[src/hw/rtl/vzd_pkg.sv]
// shared types and constants for the varint / zigzag decoder
package vzd_pkg;

  // bytes allowed in one value, bits per byte group
  localparam int unsigned MaxBytes  = 10;
  localparam int unsigned GroupBits = 7;
  localparam int unsigned ValueW    = 64;
  localparam int unsigned PosW      = 4;
  localparam int unsigned ShiftW    = 6;

  // position of the last byte a value may have
  localparam logic [PosW-1:0] LastPos = PosW'(MaxBytes - 1);

  // result status codes
  typedef enum logic [1:0] {
    ST_OK       = 2'd0,
    ST_TRUNC    = 2'd1,
    ST_OVERLONG = 2'd2
  } status_t;

  // result of one decode step
  typedef struct packed {
    logic              emit;
    logic [ValueW-1:0] value;
    status_t           status;
  } vzd_result_t;

endpackage

[src/hw/rtl/vzd_core.sv]
// decode state (accumulator, byte position, sticky error) and per-byte update
module vzd_core (
  input  logic                     clk,
  input  logic                     rst,
  input  logic                     step,
  input  logic [7:0]               data_byte,
  input  logic                     zigzag_mode,
  input  logic                     buffer_end,
  output vzd_pkg::vzd_result_t     result
);

  logic [vzd_pkg::ValueW-1:0] accumulator;
  logic [vzd_pkg::ValueW-1:0] accumulator_next;
  logic [vzd_pkg::PosW-1:0]   byte_position;
  logic [vzd_pkg::PosW-1:0]   byte_position_next;
  logic                       sticky_error;
  logic                       sticky_error_next;

  logic [vzd_pkg::ShiftW-1:0] shift;
  logic [vzd_pkg::ValueW-1:0] merged;
  logic                       cont;
  logic                       at_last;

  // shift for this byte group, 7 * position (at most 63)
  assign shift   = vzd_pkg::ShiftW'(byte_position) * vzd_pkg::ShiftW'(vzd_pkg::GroupBits);
  assign merged  = accumulator | (vzd_pkg::ValueW'(data_byte[6:0]) << shift);
  assign cont    = data_byte[7];
  assign at_last = (byte_position == vzd_pkg::LastPos);

  // result and next state for the byte at the input
  always_comb begin
    result             = '0;
    result.status      = vzd_pkg::ST_OK;
    accumulator_next   = merged;
    byte_position_next = byte_position + 1'b1;
    sticky_error_next  = sticky_error;
    if (sticky_error) begin
      accumulator_next   = accumulator;
      byte_position_next = byte_position;
    end else if (!cont) begin
      result.emit        = 1'b1;
      result.value       = zigzag_mode ?
                           ((merged >> 1) ^ (-{{(vzd_pkg::ValueW-1){1'b0}}, merged[0]})) :
                           merged;
      accumulator_next   = '0;
      byte_position_next = '0;
    end else if (at_last) begin
      result.emit        = 1'b1;
      result.status      = vzd_pkg::ST_OVERLONG;
      accumulator_next   = '0;
      byte_position_next = '0;
      sticky_error_next  = 1'b1;
    end else if (buffer_end) begin
      result.emit        = 1'b1;
      result.status      = vzd_pkg::ST_TRUNC;
      accumulator_next   = '0;
      byte_position_next = '0;
      sticky_error_next  = 1'b1;
    end
  end

  // state registers, updated when a byte is consumed
  always_ff @(posedge clk) begin
    if (rst) begin
      accumulator   <= '0;
      byte_position <= '0;
      sticky_error  <= 1'b0;
    end else if (step) begin
      accumulator   <= accumulator_next;
      byte_position <= byte_position_next;
      sticky_error  <= sticky_error_next;
    end
  end

endmodule

[src/hw/rtl/varint_zigzag_decoder_top.sv]
// LEB128 varint decoder with optional zigzag: input register, decode, result register
//
// Input channel: one encoded byte per request (data_byte, zigzag_mode,
// buffer_end), taken when in_valid is high and in_stall is low.
// Output channel: one decoded value per request (value, status), taken when
// out_valid is high and out_stall is low. A byte that continues a value gives
// no output; the final byte gives status 0, a continued byte marked as the
// buffer end gives status 1, a tenth continued byte gives status 2. After an
// error every byte is consumed and dropped until reset.
// Throughput: one byte per cycle, set by the single accumulator update, except
// while a byte that gives a result waits for a stalled receiver. A result
// passes from its final byte through the input register and then the result
// register before it shows on out_valid.
// Reset clears the accumulator, byte position, error flag and both
// registers' valid bits; the block accepts a byte in the first cycle after.
// When the receiver stalls, the held result stays put; bytes that give no
// result keep flowing, and a byte that gives a result waits in the input
// register, which then raises in_stall.
module varint_zigzag_decoder_top (
  input  logic                            clk,
  input  logic                            rst,
  input  logic                            in_valid,
  output logic                            in_stall,
  input  logic [7:0]                      data_byte,
  input  logic                            zigzag_mode,
  input  logic                            buffer_end,
  output logic                            out_valid,
  input  logic                            out_stall,
  output logic [vzd_pkg::ValueW-1:0]      value,
  output logic [1:0]                      status
);

  logic                 s1_valid;
  logic [7:0]           s1_byte;
  logic                 s1_zig;
  logic                 s1_end;
  logic                 out_free;
  logic                 s1_adv;
  logic                 in_accept;
  vzd_pkg::vzd_result_t res;

  // decode logic and value state
  vzd_core u_core (
    .clk         (clk),
    .rst         (rst),
    .step        (s1_adv),
    .data_byte   (s1_byte),
    .zigzag_mode (s1_zig),
    .buffer_end  (s1_end),
    .result      (res)
  );

  // handshake control
  assign out_free  = !out_valid || !out_stall;
  assign s1_adv    = s1_valid && (!res.emit || out_free);
  assign in_stall  = s1_valid && !s1_adv;
  assign in_accept = in_valid && !in_stall;

  // input register
  always_ff @(posedge clk) begin
    if (rst) begin
      s1_valid <= 1'b0;
    end else if (in_accept) begin
      s1_valid <= 1'b1;
    end else if (s1_adv) begin
      s1_valid <= 1'b0;
    end
  end

  always_ff @(posedge clk) begin
    if (in_accept) begin
      s1_byte <= data_byte;
      s1_zig  <= zigzag_mode;
      s1_end  <= buffer_end;
    end
  end

  // result register
  always_ff @(posedge clk) begin
    if (rst) begin
      out_valid <= 1'b0;
    end else if (s1_adv && res.emit) begin
      out_valid <= 1'b1;
    end else if (!out_stall) begin
      out_valid <= 1'b0;
    end
  end

  always_ff @(posedge clk) begin
    if (s1_adv && res.emit) begin
      value  <= res.value;
      status <= res.status;
    end
  end

endmodule
[config.mk]
export PLATFORM = sky130hd
export DESIGN_NAME = varint_zigzag_decoder_top
export DESIGN_NICKNAME = d
export VERILOG_FILES = /design/src/hw/rtl/vzd_pkg.sv /design/src/hw/rtl/vzd_core.sv /design/src/hw/rtl/varint_zigzag_decoder_top.sv
export SDC_FILE = /design/constraint.sdc
export NUM_CORES = 1
export LEC_CHECK = 0
export BUFFER_PORTS_ARGS = -buffer_cell sky130_fd_sc_hd__buf_2
export CAP_MARGIN = 25
export CORE_MARGIN = 2
export CORE_UTILIZATION = 45
export CTS_CLUSTER_SIZE = 25
export DETAILED_ROUTE_END_ITERATION = 12
export SYNTH_ARGS = -nofsm -noshare
export SYNTH_HDL_FRONTEND = slang
export SYNTH_SLANG_ARGS = --single-unit
[constraint.sdc]
create_clock -name clk -period 9.35 [get_ports clk]
set_input_delay 1.4025 -clock clk [delete_from_list [all_inputs] [get_ports clk]]
set_output_delay 1.4025 -clock clk [all_outputs]
set_load 0.1 [all_outputs]
==> out/summary.txt, run 1 <==
Status - complete, no violations
First-pass GRT wire length - 28.0 mm
I/O pins - 82
Met2 wire length - 8.35 mm
DRC violations left - 0
CP max FO - 53
CTS tree - done
Fin area - 0.00846 mm2
Max Clock Skew - 0.00497 ns
Ys async rst share - 0%
Overall routing resource usage - 20.5%
Synthesized area - 0.00735 mm2
Synth Net Count - 724
Hold buffers post-CTS - 0
Hpwl dp - 11.9 mm
Initial antenna violation count - 0
Slowest stage delay, CP - 0.97 ns
Crit start category - register
Avg Cell Area, Syn - 10.5 um2
Core ar. - 0.0159 mm2
Total CTS buffers - 17
Leak - 3.08 nW
Post-route clock period utilization - 59.2%
Worst vdd ir - 124 uV
Yosys cell types - 71
Rel. slew slack - 30.5%
Via count - 5590
Worst Tran Pin Value - 1.04 ns
Top post-synthesis cells by area - edfxtp_1 31%, dfxtp_1 19%, xnor2_1 7.3%, o22ai_1 4.4%, nor2_1 4.1%
DRT Wirelength - 17.4 mm
Seq/Total Area, Yosys - 50.4%
Clock buffer depth - 2
Switching share of power - 29.5%
WL met3 - 877 um
Synthesis Warnings - 0
Die area - 0.0174 mm2
Critical Path RT - 9.59 ns
Final hold violation count - 0
Fmax - 181 MHz
Initial Utilization - 46.1%
Iter 0 DRT Violations - 447
Final setup viols - 0
Hold Path Stages - 2
Internal power - 1.31 mW
Max cap viols - 0
GPL Wtd Cong - 0.864
Syn-to-layout area delta - 15.1%
Synth top area share - 31.0%
Post-synthesis cell count - 699
Critical setup path kind - register to register
Worst min-delay path category - register to register
FF+latch count, synth - 147
Slew Limit Fails - 0
Placed inst area - 0.00778 mm2
Post-cts sizing count - 0
DRT antenna net count - 0
Cells on worst reg2reg path - 13
Worst-path clk slew - 0.06 ns
Seq pwr share - 38.6%
Power density over the cells - 220 mW/mm2
Ordered cell list for the critical path - inv_2 -> fa_1 -> inv_1 -> ha_1 -> inv_1 -> fa_1 -> nor2b_1 -> nand2_1 -> a21oi_2 -> a21oi_4 -> buf_4 -> xnor2_1 -> a2111oi_2
Ant. Diodes - 0
Clock latency on the worst-skew pair - 0.43 ns
Core Rows - 46
Buf/Inv on CP - 4
Critical Path End Type - register
Top FF cell, synth - edfxtp_1
Synth area leader - edfxtp_1
Highest metal used - met4
Fin crit period - 5.54 ns
Combinational share of power - 20.4%
Vias in the first global route - 5211
Grt total ovfl - 0
Number of port buffers - 81
Final Power - 1.86 mW
First-pass DRT Iterations - 5
Largest net degree at the start of global routing - 69
P_sw - 0.548 mW
Clock power share - 40.9%
Layout Nets - 777
Share of layout cells above drive strength 1 - 21.8%
WL met1 - 7.80 mm
Width of the die - 132 um
Vias per inst - 5.70
WL/cell - 17.8 um
Clk root buf - clkbuf_16
Critical path depth - 13
CP max-delay cell - dfxtp_1
RSZ-0062 raised after global routing - false
Post-CTS Setup Inserts - 0
DIE HEIGHT - 132 um
Total clock sinks - 147
Fill cells - 1422
Critical path arrival - 5.77 ns
Top delay family on crit path - adder cells
Post-synth EDFFs - 76
H-tree depth - 4
Setup TNS - 0 ns
## registers in the layout (all words and copies together), names as in the netlist
signal	cells
u_core.sticky_error	1
value	64
s1_zig	1
u_core.byte_position	4
s1_end	1
s1_valid	1
u_core.accumulator	64
s1_byte	8
status	2
out_valid	1
## layout make-up
| cell class | instances | area (um2) | area share [%] |
|---|---|---|---|
| Clock buffer | 20 | 468 | 5.53 |
| Tap cell | 216 | 270 | 3.19 |
| Sequential cell | 147 | 3700 | 43.8 |
| Inverter | 13 | 48.8 | 0.577 |
| Timing Repair Buffer | 88 | 458 | 5.41 |
| Clock inverter | 12 | 203 | 2.40 |
| Multi-Input combinational cell | 485 | 3310 | 39.1 |
## layout by cell type (no fill, tap or decap), types with 3 or more instances in the layout
master,synthesis,layout
dfxtp_1,71,71
a2111oi_2,3,3
a221o_1,4,4
xor2_1,5,5
nand3_1,8,8
o21ai_0,4,4
nor2b_1,3,3
a211oi_1,4,4
buf_2,8,81
clkinv_4,0,4
o211a_1,5,5
ha_1,7,7
mux2_2,4,4
a21oi_2,12,12
inv_1,12,12
o221ai_1,4,4
fa_1,4,4
xnor2_1,61,61
a21oi_1,59,58
bufinv_16,0,5
o22ai_1,52,52
mux2i_1,5,5
nand2b_1,6,6
a211o_1,3,3
clkbuf_16,0,18
a21oi_4,2,3
edfxtp_1,76,76
nor3_1,39,39
mux2_4,4,4
a31oi_1,23,23
and2_1,6,6
o21ai_1,8,8
nand2_1,23,23
or2_2,3,3
buf_4,5,7
nor2_1,80,80
## tightest hold or removal path, stage by stage (launching register included)
cell	delay (ns)
dfxtp_1	0.33
a31oi_1	0.04
nor2_1	0.07
## metrics by stage
stage                     setup slack (ns)  hold slack, ns  utilization (%)  std cells
after floorplan                       3.47           0.438                -        699
after detailed placement              3.78           0.455             48.8        948
after CTS                             3.79           0.469             53.0        980
final                                 3.81           0.468             53.1        981
after global placement                4.02           0.447             48.8        948
after global routing                  3.40           0.487             53.1        981
## layer usage
layer	track usage [%]	vias to the layer above
met5	0	-
met3	3.81	30
met4	9.24	0
met1	27.6	2697
met2	32.3	185
li1	-	2678
## logic make-up after synthesis
| group | synth area share (%) |
|---|---|
| AO/OA/AOI/OAI | 19.3 |
| XOR/XNOR | 8.30 |
| adder cells (fa/ha/maj) | 2.28 |
| buffers and inverters | 4.83 |
| flip-flops | 50.4 |
| multiplexers | 3.06 |
| AND/OR/NAND/NOR | 11.8 |
## power by group through the flow
stage	logic [mW]	registers [mW]	clock network, mW
after floorplan	0.232	0.825	0
after global placement	0.375	0.732	0
after detailed placement	0.378	0.732	0
after CTS	0.379	0.719	0.770
after global routing	0.405	0.721	0.796
final	0.380	0.719	0.761
## cells in the mapped netlist, drive strengths merged, types with 3 or more instances
| master | number |
|---|---|
| nor2 | 80 |
| edfxtp | 76 |
| a21oi | 73 |
| dfxtp | 71 |
| xnor2 | 62 |
| o22ai | 54 |
| nor3 | 39 |
| clkbuf | 28 |
| buf | 26 |
| a31oi | 24 |
| nand2 | 24 |
| inv | 13 |
| o21ai | 12 |
| mux2 | 9 |
| nand3 | 8 |
| and2 | 7 |
| ha | 7 |
| mux2i | 7 |
| a211oi | 6 |
| nand2b | 6 |
| xor2 | 6 |
| o211a | 5 |
| o221ai | 5 |
| a2111oi | 4 |
| a221o | 4 |
| fa | 4 |
| a211o | 3 |
| nor2b | 3 |
| nor3b | 3 |
| o31ai | 3 |
| or2 | 3 |
## path summary, 6_finish.rpt
check / from / to / slack, ns
worst min-delay path: u_core.accumulator[9]$_SDFFE_PP0P_ / u_core.accumulator[9]$_SDFFE_PP0P_ / 0.47
worst max-delay path: u_core.byte_position[0]$_SDFFE_PP0P_ / value[30]$_SDFFCE_PP0P_ / 3.81
worst min register to register: u_core.accumulator[9]$_SDFFE_PP0P_ / u_core.accumulator[9]$_SDFFE_PP0P_ / 0.47
worst max register to register: u_core.byte_position[0]$_SDFFE_PP0P_ / value[30]$_SDFFCE_PP0P_ / 3.81
No activity file was read; power rests on OpenSTA's default activity.
==> run 2, diff against run 1 <==
--- a/config.mk
+++ b/config.mk
@@ -11,6 +11,7 @@
 export CORE_UTILIZATION = 45
 export CTS_CLUSTER_SIZE = 25
 export DETAILED_ROUTE_END_ITERATION = 12
+export PLACE_DENSITY = 0.66
 export SYNTH_ARGS = -nofsm -noshare
 export SYNTH_HDL_FRONTEND = slang
 export SYNTH_SLANG_ARGS = --single-unit
==> constraint.sdc (replaced) <==
create_clock -name clk -period 5.09 [get_ports clk]
set_input_delay 0.7635 -clock clk [delete_from_list [all_inputs] [get_ports clk]]
set_output_delay 0.7635 -clock clk [all_outputs]
set_load 0.1 [all_outputs]
==> run 2 against run 1 <==
Clock-buffer cell count rose by 1. Critical path depth unchanged. First-iteration DRC count up 24%. Critical path type unchanged. Sequential power is 84% higher.
==> out/summary.txt, run 2 (synthesis gave the netlist of run 1 again) <==
Status - complete, no violations
Total CTS buffers - 17 (unchanged)
Final std cells w/o fill - 985 (+0.41%)
Worst Tran Pin Value - 1.04 ns (+0.00737 ns)
Fin crit period - 4.34 ns (-1.20 ns)
P_sw - 0.995 mW (+82%)
I/O pins - 82 (unchanged)
DIE HEIGHT - 132 um (unchanged)
Fin worst setup slack - 0.752 ns (-3.06 ns)
WL/cell - 18.4 um (+3.5%)
Overall routing resource usage - 21.1% (+0.57 points)
Core ar. - 0.0159 mm2 (unchanged)
Grt total ovfl - 0 (unchanged)
Post-CTS Setup Inserts - 0 (unchanged)
Power density over the cells - 389 mW/mm2 (+77%)
Max cap viols - 0 (unchanged)
Placed inst area - 0.00782 mm2 (+0.48%)
Final setup viols - 0 (unchanged)
Grt met1 use - 27.7% (+0.12 points)
Worst min-delay path category - register to register
CP max-delay cell - fa_1
RSZ-0062 raised after global routing - false
Placed Cells - 953 (+0.53%)
Fill cells - 1426 (+0.28%)
Via count - 5660 (+1.3%)
Share of layout cells above drive strength 1 - 21.6% (-0.24 points)
CP max FO - 30 (-43%)
Ordered cell list for the critical path - inv_1 -> fa_1 -> inv_1 -> ha_1 -> inv_1 -> fa_1 -> nor2b_1 -> nand2_1 -> a21oi_2 -> a21oi_4 -> buf_4 -> xnor2_1 -> o22ai_1
Reg area - 0.00370 mm2 (unchanged)
Critical setup path kind - register to register
Worst vdd ir - 249 uV (+100%)
Max Clock Skew - 0.00743 ns (+0.00246 ns)
Top Usage Layer GRT - met2
Width of the die - 132 um (unchanged)
Number of port buffers - 81 (unchanged)
CTS tree - done
Core Rows - 46 (unchanged)
Largest net degree at the start of global routing - 68 (-1.4%)
Combinational share of power - 21.7% (+1.3 points)
Hpwl dp - 12.5 mm (+5.4%)
Slew Limit Fails - 0 (unchanged)
Clock power share - 38.1% (-2.8 points)
Post-route clock period utilization - 85.2% (+26 points)
Critical Path End Type - register
Hold slack final - 0.472 ns (+0.00431 ns)
Leak - 3.06 nW (-0.86%)
Critical Path RT - 5.23 ns (-4.36 ns)
Initial Utilization - 46.1% (unchanged)
Multi-input gate area - 0.00331 mm2 (unchanged)
Final Power - 3.27 mW (+76%)
Initial antenna violation count - 0 (unchanged)
Switching share of power - 30.4% (+0.95 points)
Most Frequent Cell on Critical Path - inv_1
Setup TNS - 0 ns (unchanged)
Met2 Track Usage GR - 34.9% (+2.6 points)
Commonest non-fill, non-tap cell in the layout - buf_2
Worst-path clk slew - 0.06 ns (about the same)
Final hold violation count - 0 (unchanged)
Regs by FF count - u_core.accumulator (64), value (64), s1_byte (8)
Fmax - 231 MHz (+28%)
Crit start category - register
Hold buffers post-CTS - 0 (unchanged)
Iter 0 DRT Violations - 553 (+24%)
Ant. Diodes - 0 (unchanged)
Die area - 0.0174 mm2 (unchanged)
Vias in the first global route - 5381 (+3.3%)
Vias per inst - 5.75 (+0.84%)
Slowest stage delay, CP - 0.60 ns (-0.37 ns)
Fin area - 0.00841 mm2 (-0.65%)
Top delay family on crit path - adder cells
Clock buffer depth - 2 (unchanged)
Syn-to-layout area delta - 14.3%
Clk root buf - clkbuf_16
Rel. slew slack - 30.0% (-0.49 points)
First-pass DRT Iterations - 5 (unchanged)
DRT Wirelength - 18.1 mm (+4.0%)
Worst slack, placed - 0.789 ns (-2.99 ns)
GPL Wtd Cong - 0.886 (+2.6%)
Most frequent cells in the layout - 81 x buf_2, 80 x nor2_1, 76 x edfxtp_1
Buf/Inv on CP - 4 (unchanged)
DRC violations left - 0 (unchanged)
Critical path arrival - 4.48 ns (-1.29 ns)
Final Core Density - 52.7% (-0.35 points)
Internal power - 2.28 mW (+74%)
Post-cts sizing count - 0 (unchanged)
H-tree depth - 4 (unchanged)
First-pass GRT wire length - 28.9 mm (+3.0%)
Met3 Track Usage GR - 4.84% (+1.0 points)
Clock latency on the worst-skew pair - 0.43 ns (about the same)
Seq pwr share - 40.3% (+1.7 points)
DRT antenna net count - 0 (unchanged)
Total clock sinks - 147 (unchanged)
Layout Nets - 781 (+0.51%)
## run 2: cell types whose count changed in the layout (fill, tap and decap cells not counted)
cell / delta
clkinv_4: -3
clkinvlp_4: +1
buf_4: +4
clkbuf_1: +2
clkbuf_16: -1
bufinv_16: -2
clkinv_1: +3
## run 2: final timing paths
path / end / depth (start not counted) / slack, ns / from
worst max-delay path: value[26]$_SDFFCE_PP0P_ / 13 / 0.75 / u_core.byte_position[1]$_SDFFE_PP0P_
worst min register to register: u_core.accumulator[25]$_SDFFE_PP0P_ / 2 / 0.47 / u_core.accumulator[25]$_SDFFE_PP0P_
worst min-delay path: u_core.accumulator[25]$_SDFFE_PP0P_ / 2 / 0.47 / u_core.accumulator[25]$_SDFFE_PP0P_
worst max register to register: value[26]$_SDFFCE_PP0P_ / 13 / 0.75 / u_core.byte_position[1]$_SDFFE_PP0P_
## run 2: routing by layer
layer | vias up | wire, um
met1 | 2750 | 7960
li1 | 2693 | -
met2 | 194 | 8930
met4 | 0 | 281
met3 | 23 | 970
met5 | - | 0
## run 2: worst reg2reg max path: stages (launching register included)
cell and delay [ns]:
dfxtp_1 0.48, inv_1 0.15, fa_1 0.52, inv_1 0.04
ha_1 0.21, inv_1 0.07, fa_1 0.60, nor2b_1 0.28
nand2_1 0.19, a21oi_2 0.07, a21oi_4 0.58, buf_4 0.55
xnor2_1 0.20, o22ai_1 0.11
## run 2: final cells by class
cell class,count,area share (%)
tap,216,3.21
inverter,13,0.580
sequential,147,44.0
timing repair buffer,92,5.80
clock inverter,11,1.61
multi-input combinational,485,39.4
clock buffer,21,5.36
## run 2: power groups by stage
stage	clock network [mW]	registers [mW]	logic (mW)
after floorplan	0	1.51	0.426
after global placement	0	1.34	0.693
after detailed placement	0	1.34	0.705
after CTS	1.26	1.32	0.707
after global routing	1.31	1.32	0.757
final	1.25	1.32	0.710
